### config.mk
export PLATFORM = sky130hd
export DESIGN_NAME = ttp_seq
export DESIGN_NICKNAME = d
export VERILOG_FILES = /design/src/ttp_pkg.sv /design/src/ttp_seq.sv
export VERILOG_INCLUDE_DIRS = /design/src /design/src/src
export SDC_FILE = /design/constraint.sdc
export NUM_CORES = 1
export LEC_CHECK = 0
export BUFFER_PORTS_ARGS = -buffer_cell sky130_fd_sc_hd__buf_2
export CORE_ASPECT_RATIO = 0.8
export CORE_MARGIN = 2
export CORE_UTILIZATION = 52
export DETAILED_ROUTE_END_ITERATION = 10
export PLACE_DENSITY = 0.81
export SLEW_MARGIN = 20
export SYNTH_ARGS = -nofsm -noshare
export SYNTH_HDL_FRONTEND = slang
export SYNTH_SLANG_ARGS = --single-unit
export TNS_END_PERCENT = 100
### constraint.sdc
create_clock -name clk -period 5.04 [get_ports clk]
set_input_delay 1.008 -clock clk [delete_from_list [all_inputs] [get_ports clk]]
set_output_delay 1.008 -clock clk [all_outputs]
set_load 0.05 [all_outputs]
### src/assert_macros.svh
// Assertion macros shared by the checking code of the block.
// Each macro samples on the rising edge of clk and is disabled while arst_n is low.
`ifndef ASSERT_MACROS_SVH
`define ASSERT_MACROS_SVH

// The consequent must hold in the same cycle as the antecedent.
`define TTP_ASSERT_IMP(lbl, ante, cons, msg) \
	lbl: assert property (@(posedge clk) disable iff (!arst_n) (ante) |-> (cons)) \
		else $error(msg);

// The consequent must hold in the cycle after the antecedent.
`define TTP_ASSERT_NXT(lbl, ante, cons, msg) \
	lbl: assert property (@(posedge clk) disable iff (!arst_n) (ante) |=> (cons)) \
		else $error(msg);

`endif

### src/ttp_pkg.sv
package ttp_pkg;

	// Fixed widths of the ports.
	localparam int CHUNK_ID_W = 12;
	localparam int POS_OUT_W  = 12;
	localparam int SLOT_OUT_W = 6;
	localparam int TOTAL_W    = 32;

	// Read and write strobes from the sequencer to the memories.
	typedef struct packed {
		logic map_re;
		logic ord_re;
		logic map_we;
		logic res_we;
		logic comp_we;
	} ttp_mem_ctl_t;

endpackage

### src/ttp_seq.sv
`include "assert_macros.svh"

module ttp_seq #(
	parameter int NUM_CHUNKS = 4096,
	parameter int FULL_SLOTS = 64,
	localparam int CW  = (NUM_CHUNKS > 1) ? $clog2(NUM_CHUNKS) : 1,
	localparam int SW  = (FULL_SLOTS > 1) ? $clog2(FULL_SLOTS) : 1,
	localparam int CS  = NUM_CHUNKS - FULL_SLOTS,
	localparam int CAW = (CS > 1) ? $clog2(CS) : 1
) (
	input  logic                            clk,
	input  logic                            arst_n,
	input  logic                            in_valid,
	output logic                            in_stall,
	input  logic [ttp_pkg::CHUNK_ID_W-1:0]  chunk_id,
	output logic                            out_valid,
	input  logic                            out_stall,
	output logic                            tier_after,
	output logic [ttp_pkg::POS_OUT_W-1:0]   position_after,
	output logic [ttp_pkg::SLOT_OUT_W-1:0]  data_slot,
	output logic                            moved,
	output logic                            promoted,
	output logic [ttp_pkg::CHUNK_ID_W-1:0]  demoted_chunk,
	output logic [ttp_pkg::TOTAL_W-1:0]     promotion_total,
	output ttp_pkg::ttp_mem_ctl_t           ctl,
	output logic [CW-1:0]                   map_rd_addr,
	input  logic                            map_rd_tier,
	input  logic [CW-1:0]                   map_rd_pos,
	output logic [CW-1:0]                   map_wr_addr,
	output logic                            map_wr_tier,
	output logic [CW-1:0]                   map_wr_pos,
	output logic [SW-1:0]                   res_rd_addr_a,
	output logic [SW-1:0]                   res_rd_addr_b,
	input  logic [CW-1:0]                   res_rd_chunk_a,
	input  logic [SW-1:0]                   res_rd_slot_a,
	input  logic [CW-1:0]                   res_rd_chunk_b,
	input  logic [SW-1:0]                   res_rd_slot_b,
	output logic [SW-1:0]                   res_wr_addr,
	output logic [CW-1:0]                   res_wr_chunk,
	output logic [SW-1:0]                   res_wr_slot,
	output logic [CAW-1:0]                  comp_rd_addr,
	input  logic [CW-1:0]                   comp_rd_chunk,
	output logic [CAW-1:0]                  comp_wr_addr,
	output logic [CW-1:0]                   comp_wr_chunk
);
	import ttp_pkg::*;

	localparam logic [SW-1:0] LAST_SLOT = SW'(FULL_SLOTS - 1);
	localparam logic [CW-1:0] LAST_POS  = CW'(FULL_SLOTS - 1);
	localparam logic [CW-1:0] LAST_IDX  = CW'(NUM_CHUNKS - 1);

	typedef enum logic [2:0] {S_IDLE, S_MAP, S_W1, S_W2, S_DONE} state_t;
	typedef enum logic [2:0] {K_NONE, K_FRONT, K_RSWAP, K_PROMO, K_CSWAP} kind_t;

	state_t              state_q;
	kind_t               kind_q;
	kind_t               kind_d;
	logic                init_q;
	logic [CW-1:0]       icnt_q;
	logic [CW-1:0]       c_q;
	logic [CW-1:0]       p_q;
	logic                range_q;
	logic [TOTAL_W-1:0]  count_q;
	logic                out_valid_q;
	logic                tier_q;
	logic [POS_OUT_W-1:0]  pos_q;
	logic [SLOT_OUT_W-1:0] slot_q;
	logic                moved_q;
	logic                promoted_q;
	logic [CHUNK_ID_W-1:0] demoted_q;
	logic [TOTAL_W-1:0]  total_q;

	logic        acc;
	logic        load;
	logic [31:0] cid_w;
	logic        in_range;
	logic [31:0] mpos_w;
	logic [31:0] p_sel;
	logic [31:0] p_selm1;
	logic [31:0] pq_w;
	logic [31:0] pqm1;
	logic [31:0] icnt_w;
	logic [31:0] ioff;
	logic        r_tier;
	logic [31:0] r_pos;
	logic [31:0] r_slot;
	logic        r_moved;
	logic        r_promoted;
	logic [31:0] r_demoted;

	// Input handshake: one request at a time, none during the start-up sweep.
	assign in_stall = init_q || (state_q != S_IDLE);
	assign acc      = in_valid && !in_stall;
	assign cid_w    = 32'(chunk_id);
	assign in_range = cid_w < 32'(NUM_CHUNKS);
	assign map_rd_addr = cid_w[CW-1:0];

	// Classify the request from the chunk map entry and clamp its position.
	always_comb begin
		mpos_w = 32'(map_rd_pos);
		if (!map_rd_tier) begin
			p_sel = (mpos_w >= 32'(FULL_SLOTS)) ? 32'd0 : mpos_w;
		end else begin
			p_sel = (mpos_w >= 32'(CS)) ? 32'(CS - 1) : mpos_w;
		end
		p_selm1 = p_sel - 32'd1;
		if (!range_q) begin
			kind_d = K_NONE;
		end else if (!map_rd_tier) begin
			kind_d = (p_sel == 32'd0) ? K_FRONT : K_RSWAP;
		end else begin
			kind_d = (p_sel == 32'd0) ? K_PROMO : K_CSWAP;
		end
	end

	// Order reads: the neighbour ahead, the entry itself, or the last resident.
	always_comb begin
		case (kind_d)
			K_PROMO: res_rd_addr_a = LAST_SLOT;
			K_RSWAP: res_rd_addr_a = p_selm1[SW-1:0];
			default: res_rd_addr_a = '0;
		endcase
		res_rd_addr_b = p_sel[SW-1:0];
		comp_rd_addr  = p_selm1[CAW-1:0];
	end

	assign pq_w   = 32'(p_q);
	assign pqm1   = pq_w - 32'd1;
	assign icnt_w = 32'(icnt_q);
	assign ioff   = icnt_w - 32'(FULL_SLOTS);

	// Memory strobes and write data: the start-up sweep, then the two write phases.
	always_comb begin
		ctl           = '0;
		ctl.map_re    = acc;
		ctl.ord_re    = (state_q == S_MAP);
		map_wr_addr   = c_q;
		map_wr_tier   = 1'b0;
		map_wr_pos    = '0;
		res_wr_addr   = '0;
		res_wr_chunk  = c_q;
		res_wr_slot   = res_rd_slot_a;
		comp_wr_addr  = '0;
		comp_wr_chunk = c_q;
		if (init_q) begin
			ctl.map_we  = 1'b1;
			map_wr_addr = icnt_q;
			if (icnt_w < 32'(FULL_SLOTS)) begin
				map_wr_pos   = icnt_q;
				ctl.res_we   = 1'b1;
				res_wr_addr  = icnt_w[SW-1:0];
				res_wr_chunk = icnt_q;
				res_wr_slot  = icnt_w[SW-1:0];
			end else begin
				map_wr_tier   = 1'b1;
				map_wr_pos    = ioff[CW-1:0];
				ctl.comp_we   = 1'b1;
				comp_wr_addr  = ioff[CAW-1:0];
				comp_wr_chunk = icnt_q;
			end
		end else if (state_q == S_W1) begin
			case (kind_q)
				K_RSWAP: begin
					ctl.res_we  = 1'b1;
					res_wr_addr = pqm1[SW-1:0];
					res_wr_slot = res_rd_slot_b;
					ctl.map_we  = 1'b1;
					map_wr_pos  = pqm1[CW-1:0];
				end
				K_PROMO: begin
					ctl.comp_we   = 1'b1;
					comp_wr_chunk = res_rd_chunk_a;
					ctl.map_we    = 1'b1;
					map_wr_addr   = res_rd_chunk_a;
					map_wr_tier   = 1'b1;
				end
				K_CSWAP: begin
					ctl.comp_we  = 1'b1;
					comp_wr_addr = pqm1[CAW-1:0];
					ctl.map_we   = 1'b1;
					map_wr_tier  = 1'b1;
					map_wr_pos   = pqm1[CW-1:0];
				end
				default: begin
				end
			endcase
		end else if (state_q == S_W2) begin
			case (kind_q)
				K_RSWAP: begin
					ctl.res_we   = 1'b1;
					res_wr_addr  = p_q[SW-1:0];
					res_wr_chunk = res_rd_chunk_a;
					ctl.map_we   = 1'b1;
					map_wr_addr  = res_rd_chunk_a;
					map_wr_pos   = p_q;
				end
				K_PROMO: begin
					ctl.res_we  = 1'b1;
					res_wr_addr = LAST_SLOT;
					ctl.map_we  = 1'b1;
					map_wr_pos  = LAST_POS;
				end
				K_CSWAP: begin
					ctl.comp_we   = 1'b1;
					comp_wr_addr  = p_q[CAW-1:0];
					comp_wr_chunk = comp_rd_chunk;
					ctl.map_we    = 1'b1;
					map_wr_addr   = comp_rd_chunk;
					map_wr_tier   = 1'b1;
					map_wr_pos    = p_q;
				end
				default: begin
				end
			endcase
		end
	end

	// Result of the request, built from the held order reads.
	always_comb begin
		r_tier     = 1'b0;
		r_pos      = '0;
		r_slot     = '0;
		r_moved    = 1'b0;
		r_promoted = 1'b0;
		r_demoted  = '0;
		case (kind_q)
			K_FRONT: r_slot = 32'(res_rd_slot_a);
			K_RSWAP: begin
				r_pos   = pqm1;
				r_slot  = 32'(res_rd_slot_b);
				r_moved = 1'b1;
			end
			K_PROMO: begin
				r_pos      = 32'(FULL_SLOTS - 1);
				r_slot     = 32'(res_rd_slot_a);
				r_moved    = 1'b1;
				r_promoted = 1'b1;
				r_demoted  = 32'(res_rd_chunk_a);
			end
			K_CSWAP: begin
				r_tier  = 1'b1;
				r_pos   = pqm1;
				r_moved = 1'b1;
			end
			default: begin
			end
		endcase
	end

	// The result register takes a new result once the old one has been transferred.
	assign load = ((state_q == S_W2) || (state_q == S_DONE)) && (!out_valid_q || !out_stall);

	// Sequencer, start-up sweep, promotion counter and result register.
	always_ff @(posedge clk or negedge arst_n) begin
		if (!arst_n) begin
			state_q     <= S_IDLE;
			kind_q      <= K_NONE;
			init_q      <= 1'b1;
			icnt_q      <= '0;
			range_q     <= 1'b0;
			count_q     <= '0;
			out_valid_q <= 1'b0;
		end else begin
			if (init_q) begin
				icnt_q <= icnt_q + CW'(1);
				if (icnt_q == LAST_IDX) begin
					init_q <= 1'b0;
				end
			end
			case (state_q)
				S_IDLE: begin
					if (acc) begin
						c_q     <= cid_w[CW-1:0];
						range_q <= in_range;
						state_q <= S_MAP;
					end
				end
				S_MAP: begin
					kind_q  <= kind_d;
					p_q     <= p_sel[CW-1:0];
					state_q <= S_W1;
				end
				S_W1: begin
					if (kind_q == K_PROMO) begin
						count_q <= count_q + TOTAL_W'(1);
					end
					state_q <= S_W2;
				end
				S_W2: begin
					state_q <= load ? S_IDLE : S_DONE;
				end
				S_DONE: begin
					if (load) begin
						state_q <= S_IDLE;
					end
				end
				default: begin
					state_q <= S_IDLE;
				end
			endcase
			if (load) begin
				out_valid_q <= 1'b1;
				tier_q      <= r_tier;
				pos_q       <= r_pos[POS_OUT_W-1:0];
				slot_q      <= r_slot[SLOT_OUT_W-1:0];
				moved_q     <= r_moved;
				promoted_q  <= r_promoted;
				demoted_q   <= r_demoted[CHUNK_ID_W-1:0];
				total_q     <= count_q;
			end else if (out_valid_q && !out_stall) begin
				out_valid_q <= 1'b0;
			end
		end
	end

	assign out_valid       = out_valid_q;
	assign tier_after      = tier_q;
	assign position_after  = pos_q;
	assign data_slot       = slot_q;
	assign moved           = moved_q;
	assign promoted        = promoted_q;
	assign demoted_chunk   = demoted_q;
	assign promotion_total = total_q;

	// Checks on the sequencing.
	`TTP_ASSERT_NXT(a_accept_reads_map, acc, state_q == S_MAP,
		"accepted request did not go on to the map read")
	`TTP_ASSERT_IMP(a_write_only_busy, ctl.map_we || ctl.res_we || ctl.comp_we,
		init_q || state_q == S_W1 || state_q == S_W2, "memory write outside a write phase")
	`TTP_ASSERT_IMP(a_order_write_maps, ctl.res_we || ctl.comp_we, ctl.map_we,
		"order written without its chunk map entry")
	`TTP_ASSERT_IMP(a_count_on_promotion, count_q != $past(count_q),
		$past(state_q == S_W1 && kind_q == K_PROMO), "promotion counter changed without a promotion")
	`TTP_ASSERT_IMP(a_swap_reads_self, state_q == S_W1 && kind_q == K_RSWAP,
		res_rd_chunk_b == c_q, "resident entry at the chunk's position holds another chunk")

endmodule

* Word level (Yosys, flattened, before mapping)
Cells that the tools add are included. W data, S select, Z words.
Cells by class: add/sub/neg operators 5, $lt $le $gt $ge 4, eq/ne operators 13, muxes and demuxes 69, reduce and logical (&&, ||, !) cells 24
Operators with widths (count):
- $mux W12 | 28
- $pmux W12 S2 | 3
- $mux W6 | 9
- $pmux W6 S2 | 3
- $add A32 B1 Y32 const B | 1
- $logic_not A32 Y1 | 1
- $mux W3 | 9
- $sub A12 B1 Y12 const B | 2
- $eq A3 B2 Y1 const B | 6
- $mux W1 | 15
- $pmux W3 S5 | 1
- $lt A12 B13 Y1 const B | 1
- $add A12 B1 Y12 const B | 1
- $eq A12 B12 Y1 const B | 1
- $ge A12 B12 Y1 const B | 1
- $ge A12 B7 Y1 const B | 1
- $lt A12 B7 Y1 const B | 1
- $sub A12 B7 Y12 const B | 1
- $reduce_and A2 Y1 | 5
- $reduce_or A2 Y1 | 4
- $eq A3 B1 Y1 const B | 2
- $eq A3 B3 Y1 const B | 2
- $ne A2 B2 Y1 const B | 2
- $logic_and A1 B1 Y1 | 3
- 8 further kinds | 12
Storage, ports and cells: flip-flop bits (word level) 142, input port bits 77, output and inout bits 181, word-level logic and storage cells 131

* Logic depth before layout (Yosys ltp)
depth in word-level cells 9, depth in mapped cells 11, gate-level depth less buffers 9

* Worst setup path after synthesis
OpenSTA, ideal clock, no wires.
kind input-to-output, start input map_rd_pos[7], end output res_rd_addr_a[3], data arrival time 4.700 ns, data required time 4.032 ns, slack -0.668 ns, cell stages on the path 10, buffers on the path 1, cell sequence and4_1 > and3_1 > o21ai_0 > ha_1 > nand2_1 > ha_1 > nand2_1 > or2_2 > buf_1 > a41oi_1
On the way: longest elaborated chain between the ends 9, elaborated cells on any way between the ends 14, those cells by class 1 x add/sub; 2 x order compare; 2 x eq/ne; 8 x mux; 1 x reduce/logical
RTL lines:
- start, declared | line ttp_seq.sv:28 | input logic [CW-1:0] map_rd_pos,
- $ge A12 B7 Y1 / $ge A12 B12 Y1 (equally long branches) | line ttp_seq.sv:102, ttp_seq.sv:104
- $mux W12, on equally long branches | line ttp_seq.sv:102, ttp_seq.sv:104
- $mux W12 (*) | line ttp_seq.sv:101 | if (!map_rd_tier) begin
- $logic_not A32 Y1 | line ttp_seq.sv:110, ttp_seq.sv:112
- $mux W2 / $mux W3 (equally long branches) | line ttp_seq.sv:110, ttp_seq.sv:112
- $mux W3 | line ttp_seq.sv:109 | end else if (!map_rd_tier) begin
- $mux W3 | line ttp_seq.sv:107 | if (!range_q) begin
- $eq A3 B2 Y1 | line ttp_seq.sv:118 | case (kind_d)
- $pmux W6 S2 (*) | line ttp_seq.sv:118
- end, declared | line ttp_seq.sv:32 | output logic [SW-1:0] res_rd_addr_a,
Mark *: on every way between the ends. The rest lies on a longest branch, timed or not.

* Final worst setup path
start input map_rd_pos[9], end output res_rd_addr_a[4]
Same word-level chain as after synthesis.

==> summary.log <==
INFO  status         outcome=finished clean
INFO  global_routing globalRouteOverflowTotal=0
INFO  route          viasPerCell=6.05
INFO  route          vias=7928
INFO  timing         max_clock_freq=0.213GHz
INFO  placement      total_placed_instance_area=9580squm
INFO  timing         clock-skew-final=0.0136ns
INFO  cts            postCtsSetupBuffers=0
INFO  floorplanning  die_x=145microns
INFO  placement      place.detailed.hpwl=19300microns
INFO  setup_path     startpoint_type=input pin
INFO  setup_path     critical_path_fanout_max=13
INFO  global_routing global_route.usage.total=0.302
INFO  floorplanning  design.die.area=17000squm
INFO  floorplanning  starting_density_of_the_core=0.528
INFO  global_routing grt_antenna_before_repair=0
INFO  cts            post_cts_hold_buffer_count=0
INFO  timing         setup_viol=0
INFO  finish         final_cell_area=10200squm
INFO  yosys          synth-warning-count=0
INFO  timing         slew_viol_final=0
INFO  floorplanning  pin_count=258
INFO  timing         finalSetupTns=0ns
INFO  route          drt_first_iter_violations=863
INFO  yosys          synthTopCellsByArea=edfxtp_1 (32%), dfrtp_1 (16%), nand2_1 (4.8%), xnor2_1 (4.1%), nor2_1 (3.6%)
INFO  finish         area_delta_synth_final=23.1%
INFO  floorplanning  rows=41
INFO  yosys          mappedNetlistArea=8290squm
INFO  yosys          synth.avg_cell_area=9.52squm
INFO  yosys          distinct_cells_synth=62
INFO  yosys          syn-num-nets=957
INFO  timing         final_period_minus_worst_setup_slack=4.69ns
INFO  cts            htreeDepth=4
INFO  placement      number_of_cells_after_detailed_placement=1279
INFO  setup_path     setup.worst_path.end_class=output pin
INFO  placement      io_buffer_count=245
INFO  timing         hold_viol=0
INFO  finish         post_layout_nonfiller_instances=1311
INFO  floorplanning  area_inside_the_core_boundary=15700squm
INFO  yosys          post-synth-top-area-fraction=0.322
INFO  timing         finalCritPeriodShare=0.931
INFO  cts            cts-resized-gates=0
INFO  global_routing grt_first_pass_wirelength=39500microns
INFO  timing         final.setup.worst_slack=0.350ns
INFO  power_and_ir_drop power.static_leakage=4.49nW
INFO  finish         antenna-diode-count=0
INFO  cts            cts_num_sinks=142
INFO  finish         drive_above_1_share=0.291
INFO  global_routing pin_count_of_the_biggest_net_entering_global_routing=95
INFO  cts            tritoncts_clock_tree=yes
INFO  setup_path     worst-endpoint-required=4.03ns
INFO  yosys          netlist.top_cell.by_area=edfxtp_1
INFO  yosys          synth_flop_cell=edfxtp_1
INFO  yosys          post_synthesis_cell_count=871
INFO  yosys          synth-seq-cells=142
INFO  setup_path     crit_arrival=3.68ns
INFO  worst_hold_path min-delay-path-class=register to register
INFO  route          final_wirelength=26200microns
INFO  route          detail_route.wl_per_cell=20.0microns
INFO  timing         worst-slew-pin-transition=1.00ns
INFO  timing         max_slew_margin=0.328
INFO  power_and_ir_drop ir_worst_vdd=0.371mV
INFO  route          drt.antenna.violating_nets=0
INFO  cts            largest_buffer_count_on_any_clock_path=2
INFO  cts            cts_inserted_buffers=17
INFO  yosys          seq_area_frac_synth=0.483
INFO  finish         layout_nets=1169
INFO  power_and_ir_drop cellPowerDensity=527nW/um^2
INFO  finish         final_core_util=0.650
INFO  cts            clock-root-buffer=clkbuf_16
INFO  global_routing first_global_vias=7066
INFO  job            drv_cap=0
INFO  placement      gp_routability_congestion=0.959
INFO  timing         grt_setup_unrepaired=false
INFO  setup_path     criticalPathCategory=input pin to output pin
INFO  yosys          number_of_flops_mapped_to_enable_cells_by_yosys=89
INFO  placement      setup_ws_pre_cts=0.411ns
INFO  yosys          asyncSetResetFlopFracSynth=0.373
INFO  cts            worstSkewPairLatency=0.42ns
INFO  route          drcViolationCount=0
INFO  route          drt_first_pass_iters=5
INFO  cts            path_clk_slew=0.07ns
INFO  floorplanning  die_height=117microns
## cell usage after synthesis (all sizes together) (3+ instances only)
cell type,count
o22ai,6
and4b,3
xor2,24
inv,31
a2bb2oi,3
edfxtp,89
mux2,3
or3,7
nand3,31
nor2b,8
and3,9
and2,29
or2,9
o21ai,41
nor3,13
o221ai,3
a21o,6
nand3b,3
o311ai,3
nand2,107
and4,4
a31oi,17
o21a,9
a221oi,12
or4,6
buf,29
dfrtp,52
ha,9
nand2b,8
a41oi,3
o31a,3
mux2i,9
a221o,6
a211oi,15
a32oi,6
nor2,80
xnor2,39
nor4,8
clkbuf,39
nand4,13
a22oi,11
a21oi,43
## registers in the layout (all words and copies together) (netlist names)
signal,flops
position_after,12
out_valid,1
init_q,1
icnt_q,12
c_q,12
state_q,3
tier_after,1
demoted_chunk,12
promotion_total,32
p_q,12
moved,1
kind_q,3
data_slot,6
range_q,1
count_q,32
promoted,1
## per-stage QoR
step	hold slack (ns)	total power (W)
5_1_grt	0.494	0.00557
4_1_cts	0.486	0.00536
3_3_place_gp	0.460	0.00405
3_5_place_dp	0.472	0.00406
2_1_floorplan	0.441	0.00343
6_report	0.491	0.00538
## critical path, stage by stage
cell	delay [ns]
buf_2	0.14
or4_1	0.61
o21ai_0	0.19
buf_4	0.20
o21ai_0	0.17
ha_1	0.37
nand2_1	0.12
mux2i_1	0.07
o21ai_0	0.18
o22ai_1	0.14
a21oi_1	0.19
buf_2	0.29
## path summary, 6_finish.rpt
check / startpoint / endpoint / slack (ns) / depth (start not counted)
hold reg to reg: count_q[22]$_DFFE_PN0P_ / count_q[22]$_DFFE_PN0P_ / 0.49 / 1
setup / recovery: map_rd_pos[9] / res_rd_addr_a[4] / 0.35 / 12
setup reg to reg: kind_q[2]$_DFFE_PN0P_ / count_q[16]$_DFFE_PN0P_ / 2.30 / 6
max in group asynchronous: arst_n / count_q[23]$_DFFE_PN0P_ / 3.59 / 2
hold / removal: count_q[22]$_DFFE_PN0P_ / count_q[22]$_DFFE_PN0P_ / 0.49 / 1
min in group asynchronous: arst_n / count_q[15]$_DFFE_PN0P_ / 0.59 / 1
## cell type report
| cell class | count | area (sq um) |
|---|---|---|
| Fill cell | 1314 | 5490 |
| Timing Repair Buffer | 261 | 1350 |
| Tap cell | 215 | 269 |
| Sequential cell | 142 | 4000 |
| Clock buffer | 17 | 425 |
| Clock inverter | 15 | 198 |
| Multi-Input combinational cell | 629 | 3840 |
| Inverter | 32 | 120 |
## kinds of logic (layout without fill, tap and decap cells)
logic type	after synthesis	after routing	share of synthesized area
buffers and inverters	100	325	0.0558
flip-flops	142	142	0.483
XOR/XNOR	63	63	0.0666
AO/OA/AOI/OAI	200	200	0.161
multiplexers	12	12	0.0149
adder cells (fa/ha/maj)	9	9	0.0136
AND/OR/NAND/NOR	345	345	0.206
## cells in the final DEF, fill, tap and decap left out, drive strengths merged, types with 11 or more instances in the layout
| master | synthesis | routed |
|---|---|---|
| nand3 | 31 | 31 |
| xor2 | 24 | 24 |
| dfrtp | 52 | 52 |
| nor3 | 13 | 13 |
| nand4 | 13 | 13 |
| a221oi | 12 | 12 |
| xnor2 | 39 | 39 |
| a31oi | 17 | 17 |
| a211oi | 15 | 15 |
| nand2 | 107 | 107 |
| and2 | 29 | 29 |
| edfxtp | 89 | 89 |
| o21ai | 41 | 41 |
| buf | 29 | 261 |
| clkbuf | 39 | 17 |
| a22oi | 11 | 11 |
| nor2 | 80 | 80 |
| inv | 31 | 38 |
| a21oi | 43 | 43 |
## power by group
part,total [W],internal (W),leakage (nW),switching (W)
clock,0.00129,0.000718,0.296,0.000577
sequential,0.00154,0.00142,1.54,0.000115
combinational,0.00255,0.000596,2.65,0.00195
## layer usage
metal / vias up / GRT usage / routed length, microns
met2: 552 / 0.471 / 11800
met4: 0 / 0.0654 / 293
met3: 37 / 0.0744 / 3090
li1: 3571 / - / -
met5: - / 0 / 0
met1: 3768 / 0.434 / 11000
Power figures use the tool's default switching activity.
